File: src/rtl/core/assert_macros.svh
// Assertion macros used by the linked list manager controller.
`ifndef ASSERT_MACROS_SVH
`define ASSERT_MACROS_SVH

`ifndef ASSERT_OFF
// Checked on the rising clock edge, switched off while reset is active.
`define IDM_ASSERT(lbl, prop, msg) \
  lbl: assert property (@(posedge clk_i) disable iff (!rst_ni) prop) else $error(msg);
// Checked on every rising clock edge, reset included.
`define IDM_ASSERT_ALWAYS(lbl, prop, msg) \
  lbl: assert property (@(posedge clk_i) prop) else $error(msg);
`else
`define IDM_ASSERT(lbl, prop, msg)
`define IDM_ASSERT_ALWAYS(lbl, prop, msg)
`endif

`endif

File: src/rtl/core/idm_pkg.sv
// Types, codes and constants shared by the linked list manager modules.
package idm_pkg;

  // Pool geometry.
  localparam int unsigned POOL_DEPTH_DEF = 1024;
  localparam int unsigned ROOT_INDEX     = 0;

  // Field widths of the stream payloads.
  localparam int unsigned ACTION_W   = 3;
  localparam int unsigned INDEX_W    = 10;
  localparam int unsigned IN_DATA_W  = 16;
  localparam int unsigned OUT_DATA_W = 24;

  // Request action codes.
  typedef logic [ACTION_W-1:0] action_t;
  localparam action_t ACT_ADD_HEAD  = 3'd0;
  localparam action_t ACT_ADD_TAIL  = 3'd1;
  localparam action_t ACT_MOVE_HEAD = 3'd2;
  localparam action_t ACT_MOVE_TAIL = 3'd3;
  localparam action_t ACT_REMOVE    = 3'd4;

  // Link write steps: two to take an entry out, two to put it in.
  typedef logic [1:0] wr_step_t;
  localparam wr_step_t STEP_UNLINK_A = 2'd0;
  localparam wr_step_t STEP_UNLINK_B = 2'd1;
  localparam wr_step_t STEP_LINK_A   = 2'd2;
  localparam wr_step_t STEP_LINK_B   = 2'd3;

  // Commands from the controller to the datapath.
  typedef struct packed {
    logic     clr;       // write one entry of the clearing pass
    logic     capture;   // load the accepted request
    logic     eval;      // read data valid, latch links and decision
    logic     wr_en;     // perform one link write step
    wr_step_t wr_step;   // which link write step
    logic     load_out;  // load the result register
  } idm_cmd_t;

  // Status from the datapath to the controller.
  typedef struct packed {
    logic clr_last;  // clearing pass is at its final entry
    logic go;        // guards of the current request pass
    logic unlink;    // action takes the entry out of the list
    logic link;      // action puts the entry into the list
    logic out_free;  // result register can take a new result
  } idm_status_t;

endpackage

File: src/rtl/core/idm_ctrl.sv
// Controller state machine of the linked list manager.
`include "assert_macros.svh"

module idm_ctrl (
  input  logic                 clk_i,
  input  logic                 rst_ni,
  input  logic                 in_valid_i,
  output logic                 in_ready_o,
  output idm_pkg::idm_cmd_t    cmd_o,
  input  idm_pkg::idm_status_t status_i
);

  import idm_pkg::*;

  localparam logic [3:0] S_CLEAR = 4'd0;
  localparam logic [3:0] S_IDLE  = 4'd1;
  localparam logic [3:0] S_READ  = 4'd2;
  localparam logic [3:0] S_EVAL  = 4'd3;
  localparam logic [3:0] S_W1    = 4'd4;
  localparam logic [3:0] S_W2    = 4'd5;
  localparam logic [3:0] S_W3    = 4'd6;
  localparam logic [3:0] S_W4    = 4'd7;
  localparam logic [3:0] S_DONE  = 4'd8;

  logic [3:0] state_q, state_d;

  // Next state and commands.
  always_comb begin
    state_d        = state_q;
    in_ready_o     = 1'b0;
    cmd_o.clr      = 1'b0;
    cmd_o.capture  = 1'b0;
    cmd_o.eval     = 1'b0;
    cmd_o.wr_en    = 1'b0;
    cmd_o.wr_step  = STEP_UNLINK_A;
    cmd_o.load_out = 1'b0;
    unique case (state_q)
      S_CLEAR: begin
        cmd_o.clr = 1'b1;
        if (status_i.clr_last) begin
          state_d = S_IDLE;
        end
      end
      S_IDLE: begin
        in_ready_o = 1'b1;
        if (in_valid_i) begin
          cmd_o.capture = 1'b1;
          state_d       = S_READ;
        end
      end
      S_READ: begin
        state_d = S_EVAL;
      end
      S_EVAL: begin
        cmd_o.eval = 1'b1;
        if (!status_i.go) begin
          state_d = S_DONE;
        end else if (status_i.unlink) begin
          state_d = S_W1;
        end else begin
          state_d = S_W3;
        end
      end
      S_W1: begin
        cmd_o.wr_en   = 1'b1;
        cmd_o.wr_step = STEP_UNLINK_A;
        state_d       = S_W2;
      end
      S_W2: begin
        cmd_o.wr_en   = 1'b1;
        cmd_o.wr_step = STEP_UNLINK_B;
        state_d       = status_i.link ? S_W3 : S_DONE;
      end
      S_W3: begin
        cmd_o.wr_en   = 1'b1;
        cmd_o.wr_step = STEP_LINK_A;
        state_d       = S_W4;
      end
      S_W4: begin
        cmd_o.wr_en   = 1'b1;
        cmd_o.wr_step = STEP_LINK_B;
        state_d       = S_DONE;
      end
      S_DONE: begin
        if (status_i.out_free) begin
          cmd_o.load_out = 1'b1;
          state_d        = S_IDLE;
        end
      end
      default: begin
        state_d = S_IDLE;
      end
    endcase
  end

  // State register; reset starts the clearing pass.
  always_ff @(posedge clk_i or negedge rst_ni) begin
    if (!rst_ni) begin
      state_q <= S_CLEAR;
    end else begin
      state_q <= state_d;
    end
  end

  // Checks on the sequencing.
  `IDM_ASSERT(a_ready_drops, (in_valid_i && in_ready_o) |=> !in_ready_o, "ready after accept")
  `IDM_ASSERT(a_load_free, cmd_o.load_out |-> status_i.out_free, "result overwritten")
  `IDM_ASSERT(a_w4_after_w3, (state_q == S_W4) |-> ($past(state_q) == S_W3), "bad link order")
  `IDM_ASSERT(a_eval_after_read, cmd_o.eval |-> ($past(state_q) == S_READ), "eval without read")
  `IDM_ASSERT(a_clear_ends, (state_q == S_CLEAR && status_i.clr_last) |=> (state_q == S_IDLE), "clear pass stuck")

endmodule
File: config.mk
export PLATFORM = sky130hd
export DESIGN_NAME = idm_ctrl
export DESIGN_NICKNAME = d
export VERILOG_FILES = /design/src/rtl/core/idm_pkg.sv /design/src/rtl/core/idm_ctrl.sv
export VERILOG_INCLUDE_DIRS = /design/src /design/src/rtl/core
export SDC_FILE = /design/constraint.sdc
export NUM_CORES = 1
export LEC_CHECK = 0
export BUFFER_PORTS_ARGS = -buffer_cell sky130_fd_sc_hd__buf_2
export CAP_MARGIN = 40
export CORE_AREA = 8 8 45 47
export CTS_CLUSTER_SIZE = 30
export DETAILED_ROUTE_END_ITERATION = 12
export DIE_AREA = 0 0 53 55
export GPL_ROUTABILITY_DRIVEN = 0
export GPL_TIMING_DRIVEN = 0
export HOLD_SLACK_MARGIN = 0.15
export PLACE_DENSITY = 0.49
export SYNTH_ARGS = -nofsm -noshare
export SYNTH_HDL_FRONTEND = slang
export SYNTH_SLANG_ARGS = --single-unit
File: constraint.sdc
create_clock -name clk_i -period 1.2 [get_ports clk_i]
set_clock_uncertainty 0.15 [all_clocks]
set_input_delay 0.12 -clock clk_i [delete_from_list [all_inputs] [get_ports clk_i]]
set_output_delay 0.12 -clock clk_i [all_outputs]
set_load 0.01 [all_outputs]
# Word level (Yosys, flattened, before mapping)
# Cells that the tools add are included.
[classes] eq_ne=11 n_addsub=0 n_mux=15 magnitude_cmp=0 n_shift=0 mul=0 n_bitwise=0 n_div=0 reduce_logical=2
[ops] op="case mux 4 bit (9 select lines)" count=1
[ops] op="2-to-1 mux 4 bit" count=5
[ops] op="equality test 4 x 3 -> 1 bit (second input constant)" count=4
[ops] op="case mux 3 bit (4 select lines)" count=1
[ops] op="equality test 4 x 2 -> 1 bit (second input constant)" count=2
[ops] op="2-to-1 mux 1 bit" count=7
[ops] op="inequality test 2 bit (second input constant)" count=3
[ops] op="equality test 4 x 1 -> 1 bit (second input constant)" count=1
[ops] op="equality test 4 bit (second input constant)" count=1
[ops] op="zero test 4 bit" count=1
[ops] op="AND reduction 3 bit" count=1
[ops] op="2-to-1 mux 2 bit" count=1
[totals] ram_bits=0 output_inout_bits=8 n_memories=0 elab_cells=29 latchBits=0 romBits=0 reg_bits=4 inputBits=8

# Logic depth before layout (Yosys ltp)
[logic_depth] depth_word=3 mapped_depth=4

# Worst setup path before layout
# OpenSTA, ideal clock, no wires.
[synth_timing] path_kind="register to output" startpoint="register state_q[3]" endpoint="output port cmd_o[5] (netlist bit)" path_buffers=1 arrival_time_ns=1.140 setup_slack_ns=-0.210 path_stages_with_launch=4 cell_sequence="dfrtp_1 buf_6 nor4_2 and2_1"
[synth_rtl] item="start: declaration" line="idm_ctrl.sv:25" text="logic [3:0] state_q, state_d;"
[synth_rtl] item="start signal: assignment" line="idm_ctrl.sv:101" text="state_q <= state_d;"
[synth_rtl] item="end: declaration" line="idm_ctrl.sv:9" text="output idm_pkg::idm_cmd_t cmd_o,"

==> flow_summary.toml <==
[detailed_routing]
route.final.wire_length_um = 1200
drt-initial-drc-count = 4
drc_errors = 0
ant_nets = 0
wire_per_inst_um = 14.1
dr_total_vias = 387
via_per_inst = 4.55
drtPass1Iterations = 2

[worst_setup_path]
worst_r2r_startpoint = "state_q[1]"
timing.critical_path.required_ns = 0.93
cp_data_arrival_time_ns = 1.26
critPathCapture = "cmd_o[5]"
timing.setup.critical_path_class = "reg2out"
cp_max_fo = 3
reg2regPathDepth = 5
regToRegSetupSlack_ns = -0.21
critPathLaunch = "state_q[0]"
r2r_end = "state_q[0]"
worstSetupEndpointType = "primary output"
setup.worst_path.start_class = "register"

[pwr]
leakagePower_nw = 0.342
pwr_density_cell_nw_per_um2 = 2460
vdd_drop_max_uv = 871

[timing]
setup_viol = 12
worstMarginPinSlew_ns = 0.246
grt_setup_unrepaired = "yes"
hold_violations = 0
timing.final.crit_share_pct = 127
setup_ws_ns = -0.327
fmax_mhz = 655
layout_min_cycle_time_ns = 1.53
worst_slew_margin_rel_pct = 83.5
drv_slew = 0
hold_ws_ns = 0.0731

[placement]
post-place-ws_ns = -0.174
dp_hpwl_um = 669
port-buffer-count = 15

[floorplanning]
floorplan.die_area_um2 = 2920
row_count = 14
total_i_o_pin_count = 16
initial_core_util_pct = 22.7
core-area_um2 = 1380
die_width_um = 53
height_of_the_die_um = 55

[finish]
largest_reg_flops = 4
n_antenna_cell = 0
layout-area-overhead-vs-synth_pct = 129
registers.top_by_ff_count = "state_q"
final_layout_size_suffix_gt1_share_pct = 76.8
final_nets = 79
layout_top_registers = "state_q x4"

[clock_tree]
tritoncts_clock_tree = "yes"
clock_tree.root_cell = "sky130_fd_sc_hd__clkbuf_4"
cts_inserted_buffers = 3
insertion_delay_ns = 0.23
clk_pin_slew_ns = 0.04
clock_tree.buffer_depth = 2
clock_tree.htree_level_count = 1
count_of_hold_fix_buffers_inserted_at_cts = 4
cts_num_sinks = 4

[logic_synthesis]
post-synth-top-area-fraction_pct = 31.9
synth_fp_nets = 44
asyncSetResetFlopFracSynth_pct = 100
number_of_register_bits_inferred_by_synthesis = 4
synth.largest_area_cell = "sky130_fd_sc_hd__dfrtp_1"
postSynthAreaPerCell_um2 = 8.72
post_synth_mux_area_share_pct = 3.59
yosys_warnings = 0
yosys.area_share.simple_pct = 31.1
synth_adder_area_share_pct = 0
cell_types_with_the_largest_area_share_after_synthesis = "sky130_fd_sc_hd__dfrtp_1, sky130_fd_sc_hd__buf_6, sky130_fd_sc_hd__and2_1"
synthXorXnorAreaFrac_pct = 0
synthesis.instances = 36
yosysSeqAreaShare_pct = 31.9
post_synth_num_cell_types = 20
main_combinational_cell_family_by_area_after_synthesis = "simple AND/OR/NAND/NOR gates"
mappedNetlistArea_um2 = 314
synth_compound_gate_area_share_pct = 17.5
count_of_flip_flops_with_a_built_in_enable_after_synthesis = 0
ys_dominant_reg_cell = "sky130_fd_sc_hd__dfrtp_1"

[status]
violations = "negative setup slack"
run_status = "finished with violations"

[global_route]
grt_overflow_total = 0
antenna_found_initial = 0
grt_start_max_net_pins = 11
grt_first_pass_wirelength_um = 1660
gr-usage-met2_pct = 13.9
first_global_vias = 369
grtUsageTotal_pct = 7.66
busiest_layer = "met2"
grt_use_met3_pct = 3.48
use_met1_pct = 8.08

[hold_path]
holdCritPathClass = "in2reg"

[flow_run]
maxCapViolCount = 0
[logic make-up after synthesis]
group	count (synthesis)
muxes	1
AOI/OAI and AO/OA	8
and+or+nand+nor	16
buffers and inverters	7
DFF	4
[synth_stat cells (2+ instances only)]
| library cell | instances |
|---|---|
| sky130_fd_sc_hd__a21oi_1 | 3 |
| sky130_fd_sc_hd__and2_1 | 3 |
| sky130_fd_sc_hd__buf_6 | 3 |
| sky130_fd_sc_hd__dfrtp_1 | 4 |
| sky130_fd_sc_hd__inv_1 | 2 |
| sky130_fd_sc_hd__nand2_1 | 2 |
| sky130_fd_sc_hd__nor2b_1 | 2 |
| sky130_fd_sc_hd__nor3_1 | 3 |
| sky130_fd_sc_hd__nor4_1 | 3 |
[final cells by class]
type,count,area [µm²]
flip-flops and latches,4,103
fillers,139,663
inverters,3,13.8
repair buffers,31,246
well taps,16,20.0
multi-input cells,25,282
plain buffers,3,33.8
clock buffers,3,22.5
[worst min path at each step]
| stage | startpoint | endpoint | slack, ns | cells after the start |
|---|---|---|---|---|
| floorplan | rst_ni | state_q[0] | -0.33 | 0 |
| global placement | rst_ni | state_q[0] | -0.22 | 1 |
| detailed placement | rst_ni | state_q[3] | -0.22 | 1 |
| CTS | status_i[0] | state_q[3] | 0.05 | 4 |
| global route | status_i[2] | state_q[1] | 0.08 | 3 |
| finish | status_i[2] | state_q[1] | 0.07 | 3 |
[through the flow]
stage	area (µm²)	utilization [%]	total power [mW]	cells	TNS [ns]
after detailed placement	433	31.3	1.00	67	-1.02
after CTS	576	41.6	1.39	79	-3.01
after floorplan	338	-	0.795	36	-0.516
after global routing	721	52.1	1.89	85	-3.36
final	721	52.1	1.77	85	-2.72
after global placement	433	31.3	1.00	67	-1.01
[cells in the final DEF (no fill, tap or decap), types with 3 or more instances in the layout]
master,Yosys,layout
sky130_fd_sc_hd__buf_2,1,12
sky130_fd_sc_hd__buf_4,0,7
sky130_fd_sc_hd__buf_6,3,10
sky130_fd_sc_hd__clkbuf_4,0,3
sky130_fd_sc_hd__dlygate4sd3_1,0,4
sky130_fd_sc_hd__nor3_2,0,3
sky130_fd_sc_hd__nor4_4,0,4
[metal layers]
layer / up-vias / wire [µm] / share of wire (%)
met5: - / 0 / 0
met4: 0 / 0 / 0
met3: 0 / 45 / 3.7
met2: 7 / 703 / 59
met1: 186 / 452 / 38
li1: 194 / - / -
[power breakdown]
part	internal (mW)	switching [mW]	leakage, nW
sequential	0.203	0.0690	0.0481
combinational	0.712	0.623	0.280
clock	0.112	0.0553	0.0138
total	1.03	0.747	0.342
[worst max-delay path: stages, from the launching register on]
cell,delay [ns]
sky130_fd_sc_hd__dfrtp_2,0.40
sky130_fd_sc_hd__inv_4,0.05
sky130_fd_sc_hd__nor4_4,0.30
sky130_fd_sc_hd__and2_4,0.19
sky130_fd_sc_hd__buf_6,0.09
[repair_timing]
action,4_1_cts,5_1_grt
resized for setup,10,23
endpoints found under the setup margin,12,12
buffers inserted,5,7
hold endpoints to repair,8,2
pin swaps,9,7
Power figures use the tool's default switching activity.
